==> config.mk <==
export PLATFORM = sky130hd
export DESIGN_NAME = ack_driven_retransmit_table_core
export DESIGN_NICKNAME = d
export VERILOG_FILES = /design/src/hdl/adrt_pkg.sv /design/src/hdl/ack_driven_retransmit_table_core.sv /design/src/hdl/adrt_ram.sv /design/src/hdl/adrt_ctrl.sv /design/src/hdl/adrt_dpath.sv
export SDC_FILE = /design/constraint.sdc
export NUM_CORES = 2
export LEC_CHECK = 0
export CORE_ASPECT_RATIO = 0.7
export CORE_MARGIN = 5
export CORE_UTILIZATION = 50
export DETAILED_ROUTE_END_ITERATION = 8
export DONT_BUFFER_PORTS = 1
export GPL_TIMING_DRIVEN = 0
export PLACE_DENSITY_LB_ADDON = 0.25
export SETUP_SLACK_MARGIN = 0.5
export SYNTH_ARGS = -nofsm -noshare
export SYNTH_HDL_FRONTEND = slang
export SYNTH_SLANG_ARGS = --single-unit
==> constraint.sdc <==
create_clock -name clk_i -period 7.6 [get_ports clk_i]
set_input_delay 0.76 -clock clk_i [delete_from_list [all_inputs] [get_ports clk_i]]
set_output_delay 0.76 -clock clk_i [all_outputs]
set_load 0.01 [all_outputs]
==> src/hdl/adrt_pkg.sv <==
`timescale 1ns / 1ps
package adrt_pkg;

  localparam int MAX_RESULTS = 32;
  localparam int NW          = $clog2(MAX_RESULTS + 1);

  localparam logic [15:0] RESET_MIN_RTT = 16'd100;
  localparam logic [15:0] RESET_BIG_RTT = 16'd200;

  // config register index (paddr[2])
  localparam logic REG_MIN_RTT = 1'b0;
  localparam logic REG_BIG_RTT = 1'b1;

  localparam logic FUNC_SEND = 1'b0;
  localparam logic FUNC_ACK  = 1'b1;

  typedef enum logic [1:0] {
    KIND_FWD  = 2'd0,
    KIND_RETX = 2'd1,
    KIND_DUP  = 2'd2,
    KIND_FULL = 2'd3
  } kind_e;

  // controller -> datapath
  typedef struct packed {
    logic load;        // item accepted
    logic rd_en;       // table read issued
    logic pick;        // scan looks for the smallest expired key
    logic clr_scan;    // start of a pick pass
    logic decide;      // send verdict
    logic emit;        // emit the picked entry
    logic final_slot;  // emit fills the last result slot
  } cmd_t;

  // datapath -> controller
  typedef struct packed {
    logic ack;
    logic any_exp;
  } sts_t;

endpackage

==> src/hdl/ack_driven_retransmit_table_core.sv <==
`timescale 1ns / 1ps
// Channel   Direction  Handshake                     Fields
// command   in         start & !busy                 func, name_tag, media_time, fragment,
//                                                    reliable, packet_handle
// result    out        result_valid_o, 1 cycle       result_kind, out_tag, out_time,
//                                                    out_fragment, out_handle, last
// config    in         APB psel&penable&pwrite       min_rtt @0x0, big_rtt @0x4
//
// Per item: an unreliable send goes straight to its verdict; a reliable send makes one pass
// over the table memory, one entry read per cycle, for the duplicate check.
// Ack: one pass for the match/expiry check, plus one more pass per resent item,
// each a full pass of the single read port picking the smallest key.
// Each result is registered and shows in the cycle after its decide/emit cycle; a new
// item can be taken in the first cycle busy is low.
// Reset clears valid bits, highest acked time and control; the table payload
// memory is not cleared. Results cannot be stalled by the receiver.
module ack_driven_retransmit_table_core #(
  parameter int TABLE_DEPTH = 32
) (
  input  logic        clk_i,
  input  logic        rst_ni,
  // config port
  input  logic        psel,
  input  logic        penable,
  input  logic        pwrite,
  input  logic [2:0]  paddr,
  input  logic [31:0] pwdata,
  output logic [31:0] prdata,
  output logic        pready,
  // command
  input  logic        start,
  output logic        busy,
  input  logic        func_i,
  input  logic [31:0] name_tag_i,
  input  logic [31:0] media_time_i,
  input  logic [7:0]  fragment_i,
  input  logic        reliable_i,
  input  logic [15:0] packet_handle_i,
  // results
  output logic        result_valid_o,
  output logic [1:0]  result_kind_o,
  output logic [31:0] out_tag_o,
  output logic [31:0] out_time_o,
  output logic [7:0]  out_fragment_o,
  output logic [15:0] out_handle_o,
  output logic        last_o
);
  import adrt_pkg::*;

  localparam int AW = $clog2(TABLE_DEPTH);

  logic [15:0]   min_rtt_q, big_rtt_q;
  logic          cfg_wr;
  logic          accept;
  cmd_t          cmd;
  sts_t          sts;
  logic [AW-1:0] rd_addr;

  // config registers; register index is paddr[2]
  assign pready = 1'b1;
  assign cfg_wr = psel && penable && pwrite;
  assign prdata = {16'd0, (paddr[2] == REG_BIG_RTT) ? big_rtt_q : min_rtt_q};

  always_ff @(posedge clk_i or negedge rst_ni) begin
    if (!rst_ni) begin
      min_rtt_q <= RESET_MIN_RTT;
      big_rtt_q <= RESET_BIG_RTT;
    end else if (cfg_wr) begin
      unique case (paddr[2])
        REG_MIN_RTT: min_rtt_q <= pwdata[15:0];
        REG_BIG_RTT: big_rtt_q <= pwdata[15:0];
        default: ;
      endcase
    end
  end

  assign accept = start && !busy;

  adrt_ctrl #(.DEPTH(TABLE_DEPTH)) u_ctrl (
    .clk_i     (clk_i),
    .rst_ni    (rst_ni),
    .start_i   (start),
    .func_i    (func_i),
    .reliable_i(reliable_i),
    .sts_i     (sts),
    .cmd_o     (cmd),
    .rd_addr_o (rd_addr),
    .busy_o    (busy)
  );

  adrt_dpath #(.DEPTH(TABLE_DEPTH)) u_dpath (
    .clk_i          (clk_i),
    .rst_ni         (rst_ni),
    .cmd_i          (cmd),
    .rd_addr_i      (rd_addr),
    .func_i         (func_i),
    .name_tag_i     (name_tag_i),
    .media_time_i   (media_time_i),
    .fragment_i     (fragment_i),
    .reliable_i     (reliable_i),
    .packet_handle_i(packet_handle_i),
    .min_rtt_i      (min_rtt_q),
    .big_rtt_i      (big_rtt_q),
    .sts_o          (sts),
    .res_vld_o      (result_valid_o),
    .result_kind_o  (result_kind_o),
    .out_tag_o      (out_tag_o),
    .out_time_o     (out_time_o),
    .out_fragment_o (out_fragment_o),
    .out_handle_o   (out_handle_o),
    .last_o         (last_o)
  );

  a_load_on_accept: assert property (@(posedge clk_i) disable iff (!rst_ni)
    accept == cmd.load)
    else $error("load strobe disagrees with accept");
  a_busy_after_accept: assert property (@(posedge clk_i) disable iff (!rst_ni)
    accept |=> busy)
    else $error("not busy after accept");
  a_no_cfg_busy: assert property (@(posedge clk_i) disable iff (!rst_ni)
    result_valid_o |-> $past(busy))
    else $error("result without work");
endmodule

==> src/hdl/adrt_ram.sv <==
`timescale 1ns / 1ps
module adrt_ram #(
  parameter int WIDTH = 8,
  parameter int DEPTH = 32
) (
  input  logic                     clk_i,
  input  logic                     we_i,
  input  logic [$clog2(DEPTH)-1:0] waddr_i,
  input  logic [WIDTH-1:0]         wdata_i,
  input  logic [$clog2(DEPTH)-1:0] raddr_i,
  output logic [WIDTH-1:0]         rdata_o
);
  logic [WIDTH-1:0] mem_q [DEPTH];

  always_ff @(posedge clk_i) begin
    if (we_i) begin
      mem_q[waddr_i] <= wdata_i;
    end
    rdata_o <= mem_q[raddr_i];
  end
endmodule

==> src/hdl/adrt_ctrl.sv <==
`timescale 1ns / 1ps
module adrt_ctrl #(
  parameter int DEPTH = 32
) (
  input  logic                     clk_i,
  input  logic                     rst_ni,
  input  logic                     start_i,
  input  logic                     func_i,
  input  logic                     reliable_i,
  input  adrt_pkg::sts_t           sts_i,
  output adrt_pkg::cmd_t           cmd_o,
  output logic [$clog2(DEPTH)-1:0] rd_addr_o,
  output logic                     busy_o
);
  import adrt_pkg::*;

  localparam int AW = $clog2(DEPTH);
  localparam int CW = $clog2(DEPTH + 1);

  typedef enum logic [2:0] {
    S_IDLE, S_SCAN, S_DECIDE, S_PICK, S_PSCAN, S_EMIT
  } state_e;

  state_e         state_q, state_d;
  logic [CW-1:0]  cnt_q, cnt_d;
  logic [NW-1:0]  n_q, n_d;
  logic           scan_end;

  assign scan_end  = (cnt_q == CW'(DEPTH));
  assign rd_addr_o = cnt_q[AW-1:0];
  assign busy_o    = (state_q != S_IDLE);

  always_comb begin
    state_d = state_q;
    cnt_d   = cnt_q;
    n_d     = n_q;
    cmd_o   = '0;
    unique case (state_q)
      S_IDLE: begin
        if (start_i) begin
          cmd_o.load = 1'b1;
          cnt_d      = '0;
          n_d        = '0;
          state_d    = (func_i == FUNC_SEND && !reliable_i) ? S_DECIDE : S_SCAN;
        end
      end
      S_SCAN, S_PSCAN: begin
        cmd_o.pick = (state_q == S_PSCAN);
        if (scan_end) begin
          if (state_q == S_PSCAN) state_d = S_EMIT;
          else state_d = sts_i.ack ? S_PICK : S_DECIDE;
        end else begin
          cmd_o.rd_en = 1'b1;
          cnt_d       = cnt_q + CW'(1);
        end
      end
      S_DECIDE: begin
        cmd_o.decide = 1'b1;
        state_d      = S_IDLE;
      end
      S_PICK: begin
        if (!sts_i.any_exp || n_q == NW'(MAX_RESULTS)) begin
          state_d = S_IDLE;
        end else begin
          cmd_o.clr_scan = 1'b1;
          cnt_d          = '0;
          state_d        = S_PSCAN;
        end
      end
      S_EMIT: begin
        cmd_o.emit       = 1'b1;
        cmd_o.final_slot = (n_q == NW'(MAX_RESULTS - 1));
        n_d              = n_q + NW'(1);
        state_d          = S_PICK;
      end
      default: state_d = S_IDLE;
    endcase
  end

  always_ff @(posedge clk_i or negedge rst_ni) begin
    if (!rst_ni) begin
      state_q <= S_IDLE;
      cnt_q   <= '0;
      n_q     <= '0;
    end else begin
      state_q <= state_d;
      cnt_q   <= cnt_d;
      n_q     <= n_d;
    end
  end

  a_emit_bounded: assert property (@(posedge clk_i) disable iff (!rst_ni)
    (state_q == S_EMIT) |-> (n_q < NW'(MAX_RESULTS)))
    else $error("emit beyond result limit");
  a_scan_bounded: assert property (@(posedge clk_i) disable iff (!rst_ni)
    cnt_q <= CW'(DEPTH))
    else $error("scan counter overran");
  a_start_only_idle: assert property (@(posedge clk_i) disable iff (!rst_ni)
    cmd_o.load |-> (state_q == S_IDLE))
    else $error("load outside idle");
endmodule

==> src/hdl/adrt_dpath.sv <==
`timescale 1ns / 1ps
module adrt_dpath #(
  parameter int DEPTH = 32
) (
  input  logic                     clk_i,
  input  logic                     rst_ni,
  input  adrt_pkg::cmd_t           cmd_i,
  input  logic [$clog2(DEPTH)-1:0] rd_addr_i,
  input  logic                     func_i,
  input  logic [31:0]              name_tag_i,
  input  logic [31:0]              media_time_i,
  input  logic [7:0]               fragment_i,
  input  logic                     reliable_i,
  input  logic [15:0]              packet_handle_i,
  input  logic [15:0]              min_rtt_i,
  input  logic [15:0]              big_rtt_i,
  output adrt_pkg::sts_t           sts_o,
  output logic                     res_vld_o,
  output logic [1:0]               result_kind_o,
  output logic [31:0]              out_tag_o,
  output logic [31:0]              out_time_o,
  output logic [7:0]               out_fragment_o,
  output logic [15:0]              out_handle_o,
  output logic                     last_o
);
  import adrt_pkg::*;

  localparam int AW    = $clog2(DEPTH);
  localparam int REC_W = 32 + 32 + 8 + 16;

  // latched item
  logic        func_q, rel_q;
  logic [31:0] tag_q, time_q;
  logic [7:0]  frag_q;
  logic [15:0] hdl_q;

  logic [31:0] hat_q, hat_d, thr_q, thr_d;
  logic [15:0] gap;
  logic [DEPTH-1:0] valid_q, valid_d, exp_q, exp_d, rest;
  logic        dup_q, dup_d, found_q, found_d;
  logic        rd_vld_q;
  logic [AW-1:0] rd_idx_q, best_idx_q, free_idx;
  logic        full;

  logic [31:0] best_tag_q, best_time_q;
  logic [7:0]  best_frag_q;
  logic [15:0] best_hdl_q;

  logic [REC_W-1:0] rdata;
  logic [31:0] r_tag, r_time;
  logic [7:0]  r_frag;
  logic [15:0] r_hdl;
  logic        hit, less, take, wr_en;

  adrt_ram #(.WIDTH(REC_W), .DEPTH(DEPTH)) u_ram (
    .clk_i  (clk_i),
    .we_i   (wr_en),
    .waddr_i(free_idx),
    .wdata_i({tag_q, time_q, frag_q, hdl_q}),
    .raddr_i(rd_addr_i),
    .rdata_o(rdata)
  );

  assign {r_tag, r_time, r_frag, r_hdl} = rdata;

  // expiry threshold, saturating
  assign gap   = (big_rtt_i >= min_rtt_i) ? (big_rtt_i - min_rtt_i) : 16'd0;
  assign thr_d = (hat_q >= {16'd0, gap}) ? (hat_q - {16'd0, gap}) : 32'd0;
  assign hat_d = (func_i == FUNC_ACK && media_time_i > hat_q) ? media_time_i : hat_q;

  assign hit  = valid_q[rd_idx_q] && ({r_tag, r_time, r_frag} == {tag_q, time_q, frag_q});
  assign less = {r_tag, r_time, r_frag} < {best_tag_q, best_time_q, best_frag_q};
  assign take = rd_vld_q && cmd_i.pick && exp_q[rd_idx_q] && (!found_q || less);

  // lowest free entry
  always_comb begin
    free_idx = '0;
    for (int i = DEPTH - 1; i >= 0; i--) begin
      if (!valid_q[i]) free_idx = AW'(i);
    end
  end
  assign full  = &valid_q;
  assign wr_en = cmd_i.decide && rel_q && !dup_q && !full;
  assign rest  = exp_q & ~(DEPTH'(1) << best_idx_q);

  assign sts_o.ack     = func_q;
  assign sts_o.any_exp = |exp_q;

  always_comb begin
    valid_d = valid_q;
    exp_d   = exp_q;
    dup_d   = dup_q;
    found_d = found_q;
    if (cmd_i.load) begin
      exp_d = '0;
      dup_d = 1'b0;
    end
    if (cmd_i.clr_scan) found_d = 1'b0;
    if (rd_vld_q && !cmd_i.pick) begin
      if (hit) dup_d = 1'b1;
      if (func_q == FUNC_ACK) begin
        if (hit) valid_d[rd_idx_q] = 1'b0;
        exp_d[rd_idx_q] = valid_q[rd_idx_q] && !hit && (r_time < thr_q);
      end
    end
    if (take) found_d = 1'b1;
    if (wr_en) valid_d[free_idx] = 1'b1;
    if (cmd_i.emit) begin
      valid_d[best_idx_q] = 1'b0;
      exp_d[best_idx_q]   = 1'b0;
    end
  end

  always_ff @(posedge clk_i or negedge rst_ni) begin
    if (!rst_ni) begin
      valid_q   <= '0;
      exp_q     <= '0;
      hat_q     <= '0;
      dup_q     <= 1'b0;
      found_q   <= 1'b0;
      rd_vld_q  <= 1'b0;
      res_vld_o <= 1'b0;
    end else begin
      valid_q   <= valid_d;
      exp_q     <= exp_d;
      dup_q     <= dup_d;
      found_q   <= found_d;
      rd_vld_q  <= cmd_i.rd_en;
      res_vld_o <= cmd_i.decide || cmd_i.emit;
      if (cmd_i.load) hat_q <= hat_d;
    end
  end

  always_ff @(posedge clk_i) begin
    thr_q    <= thr_d;
    rd_idx_q <= rd_addr_i;
    if (cmd_i.load) begin
      func_q <= func_i;
      rel_q  <= reliable_i;
      tag_q  <= name_tag_i;
      time_q <= media_time_i;
      frag_q <= fragment_i;
      hdl_q  <= packet_handle_i;
    end
    if (take) begin
      best_idx_q  <= rd_idx_q;
      best_tag_q  <= r_tag;
      best_time_q <= r_time;
      best_frag_q <= r_frag;
      best_hdl_q  <= r_hdl;
    end
    if (cmd_i.decide) begin
      if (!rel_q) result_kind_o <= KIND_FWD;
      else if (dup_q) result_kind_o <= KIND_DUP;
      else if (full) result_kind_o <= KIND_FULL;
      else result_kind_o <= KIND_FWD;
      out_tag_o      <= tag_q;
      out_time_o     <= time_q;
      out_fragment_o <= frag_q;
      out_handle_o   <= hdl_q;
      last_o         <= 1'b1;
    end else if (cmd_i.emit) begin
      result_kind_o  <= KIND_RETX;
      out_tag_o      <= best_tag_q;
      out_time_o     <= best_time_q;
      out_fragment_o <= best_frag_q;
      out_handle_o   <= best_hdl_q;
      last_o         <= cmd_i.final_slot || !(|rest);
    end
  end

  a_exp_in_valid: assert property (@(posedge clk_i) disable iff (!rst_ni)
    (exp_q & ~valid_q) == '0)
    else $error("expired entry not valid");
  a_emit_found: assert property (@(posedge clk_i) disable iff (!rst_ni)
    cmd_i.emit |-> found_q)
    else $error("emit without a picked entry");
  a_write_free: assert property (@(posedge clk_i) disable iff (!rst_ni)
    wr_en |-> !valid_q[free_idx])
    else $error("insert over a live entry");
  a_reject_last: assert property (@(posedge clk_i) disable iff (!rst_ni)
    (res_vld_o && (result_kind_o == KIND_DUP || result_kind_o == KIND_FULL)) |-> last_o)
    else $error("reject not marked last");
endmodule

==> results.tsv <==
metric	value	unit
outcome	finished with violations	
violations	capacitance limit, slew limit	
cp.required	8.35	ns
track_usage	0.267	
power_density	245	mW/mm^2
cp_data_arrival_time	6.60	ns
rr_worst_depth	19	
power.leakage	49.1	nW
hold_viol_final	0	
post-route-min-period	5.85	ns
cp_max_fo	10	
multiInputGateArea	0.0321	mm^2
met1_length	151000	um
totalWireLength	369000	um
die_x	626	um
rows	158	
wl_met2	167000	um
cts.sinks	3362	
synth_area	0.133	mm^2
cts_root_buffer	clkbuf_16	
ys.flop_type	edfxtp_1	
postLayoutSetupSlackWorst	1.75	ns
min_path_type	in2reg	
layout.nets	7267	
fin_setup_tns	0	ns
route.detailed.drc	0	
layout_commonest_cell	edfxtp_1	
cap_violations	1	
vias	69200	
routed-wl-met3	38700	um
critPathKind	reg2reg	
worstHoldStart	media_time_i[0]	
slew_headroom	-0.0363	
r2r_end	u_dpath.thr_q[23]$_SDFF_PN0_	
layout.cells.non_filler	10700	
drive_gt1_frac	0.255	
dieArea	0.276	mm^2
maxUsedRoutingLayer	met5	
worst_pin_slew	1.54	ns
fillers	19200	
synth.distinct_cells	87	
slew_viol_final	4	
core	0.265	mm^2
cts_resized	0	
grt_max_degree	148	
seqCellArea	0.0990	mm^2
antenna_found_initial	25	
cts_tree	built	
cts.clk_slew.worst_paths	0.06	ns
initial_core_util	0.502	
dr.pass1.iters	6	
finalWeightedCongestion	0.899	
async_flop_share	0.0437	
ys_seq_area_frac	0.746	
fmax	171	MHz
fin_util	0.575	
endpoint_kind	register	
rsz0062_at_grt	no	
viasPerCell	6.44	
ioPinCount	257	
dp_cells	10000	
cts_made_buffers	323	
holdPathEnd	u_dpath.hat_q[0]$_DFFE_PN0P_	
setup_viol	0	
grt_pass1_vias	67700	
io_buffers	0	
avgSynthCellArea	20.9	um^2
clk_path_buf_depth	4	
skew	0.0543	ns
final_antenna_net_count	0	
totalPowerFinal	37.2	mW
synth_enable_flop_cells	3089	
fin_crit_sh	0.769	
r2r_start	min_rtt_q[2]$_DFFE_PN1P_	
routedWlPerCell	34.4	um
grt_pass1_wl	520000	um
post-dp-hpwl	246000	um
drt-initial-drc-count	9971	
ys_ff_latch	3362	
grt_overflow	0	
post-cts-setup-buffers	0	
die_h	441	um
syn_to_final_growth	14.7	%
rrSetupSlack	1.75	ns
ir_drop	0.180	mV
final_cell_mix	edfxtp_1, mux4_2, clkbuf_16	
cts_max_level	5	
pre_cts_ws	2.03	ns
synth_cells	6365	
insertion_delay	0.89	ns
min_path_cells	2	
cp-start-kind	register	
ys.warnings.count	0	
==> final cells by class <==
type                    count  area share
multi-input cells        2533       0.211
well taps                3520      0.0289
clock inverters           159      0.0105
clock buffers             418      0.0574
inverters                 186     0.00475
diodes                     11    0.000181
repair buffers            259      0.0286
flip-flops and latches   3362       0.650
plain buffers             299     0.00863
==> critical path: stages (launching register included) <==
cell	delay, ns
dfstp_2	0.54
inv_1	0.06
ha_1	0.33
a21o_1	0.13
a21oi_1	0.07
nand2b_1	0.24
a2bb2oi_1	0.37
a211oi_1	0.18
nor2_1	0.60
clkbuf_1	0.47
nand2_1	0.18
ha_1	0.40
nand3_1	0.19
a211o_1	0.34
a311oi_1	0.62
o311ai_2	0.26
nand2_1	0.18
buf_2	0.22
nor4_1	0.07
mux2_2	0.28
==> what timing repair did <==
item / 4_1_cts / 5_1_grt
endpoints found under the setup margin: 0 / 0
hold endpoints to repair: 301 / 0
hold buffers: 109 / 0
==> flip-flops by register name, summed over array words and instances (netlist names), 6 cells and up <==
register                count
u_dpath.out_handle_o       16
u_dpath.best_frag_q         8
u_dpath.u_ram.mem_q      2816
u_dpath.hdl_q              16
u_dpath.out_time_o         32
u_dpath.thr_q              32
u_dpath.time_q             32
u_ctrl.cnt_q                6
u_dpath.best_hdl_q         16
u_dpath.exp_q              32
u_dpath.tag_q              32
u_ctrl.n_q                  6
u_dpath.best_time_q        32
u_dpath.hat_q              32
u_dpath.out_tag_o          32
big_rtt_q                  16
min_rtt_q                  16
u_dpath.best_tag_q         32
u_dpath.valid_q            32
u_dpath.frag_q              8
u_dpath.out_fragment_o      8
u_dpath.u_ram.rdata_o      88
==> cells in the mapped netlist, types with 60 or more instances <==
library cell  count  area share
a21oi_1          64      0.0024
nand3_1          60      0.0023
mux2_2          171       0.015
xor2_1           73      0.0048
inv_1           186      0.0053
dfxtp_1         126       0.019
mux4_2          897        0.15
o21ai_0         177      0.0067
dfrtp_1         141       0.027
nand2_1         245      0.0069
nor2_1          119      0.0034
nand4_1          64      0.0030
ha_1            170       0.016
clkbuf_1        191      0.0054
edfxtp_1       3089        0.70
==> cells by family after synthesis <==
logic type,after synthesis,synth area share
AOI/OAI and AO/OA,479,0.0234
xor gates and xnor gates,93,0.00614
adders and majority gates,172,0.0163
buffers and inverters,485,0.0150
DFF,3362,0.746
muxes,1075,0.167
other,2,0.0000566
and+or+nand+nor,697,0.0260
==> how the worst max path moves through the flow <==
stage                                     startpoint                               end  slack, ns  cells past startpoint
global route                min_rtt_q[2]$_DFFE_PN1P_      u_dpath.thr_q[23]$_SDFF_PN0_       1.53                     19
CTS                         min_rtt_q[2]$_DFFE_PN1P_      u_dpath.thr_q[23]$_SDFF_PN0_       1.97                     19
finish                      min_rtt_q[2]$_DFFE_PN1P_      u_dpath.thr_q[23]$_SDFF_PN0_       1.75                     19
detailed placement          min_rtt_q[2]$_DFFE_PN1P_      u_dpath.thr_q[23]$_SDFF_PN0_       2.03                     19
global placement       u_ctrl.state_q[2]$_DFFE_PN0P_     u_dpath.valid_q[29]$_DFF_PN0_      -6.72                      8
floorplan           u_dpath.best_tag_q[25]$_DFFE_PP_  u_dpath.best_frag_q[0]$_DFFE_PP_       0.76                      9
==> layer usage <==
| metal | up-vias | track usage |
|---|---|---|
| met2 | 3961 | 0.396 |
| li1 | 27600 | - |
| met3 | 585 | 0.0579 |
| met4 | 6 | 0.0865 |
| met5 | - | 0 |
| met1 | 37100 | 0.399 |
==> report_power, final <==
group	internal, mW	switching, mW
sequential	20.0	0.0332
clock	9.09	6.87
combinational	0.516	0.754
==> metrics by stage <==
| step | hold slack (ns) | area, um^2 |
|---|---|---|
| 5_1_grt | 0.0530 | 152000 |
| 3_5_place_dp | 0.389 | 140000 |
| 2_1_floorplan | 0.364 | 133000 |
| 4_1_cts | 0.000330 | 152000 |
| 3_3_place_gp | 0.388 | 137000 |
| 6_report | 0.0558 | 152000 |
No activity file was read; power rests on OpenSTA's default activity.
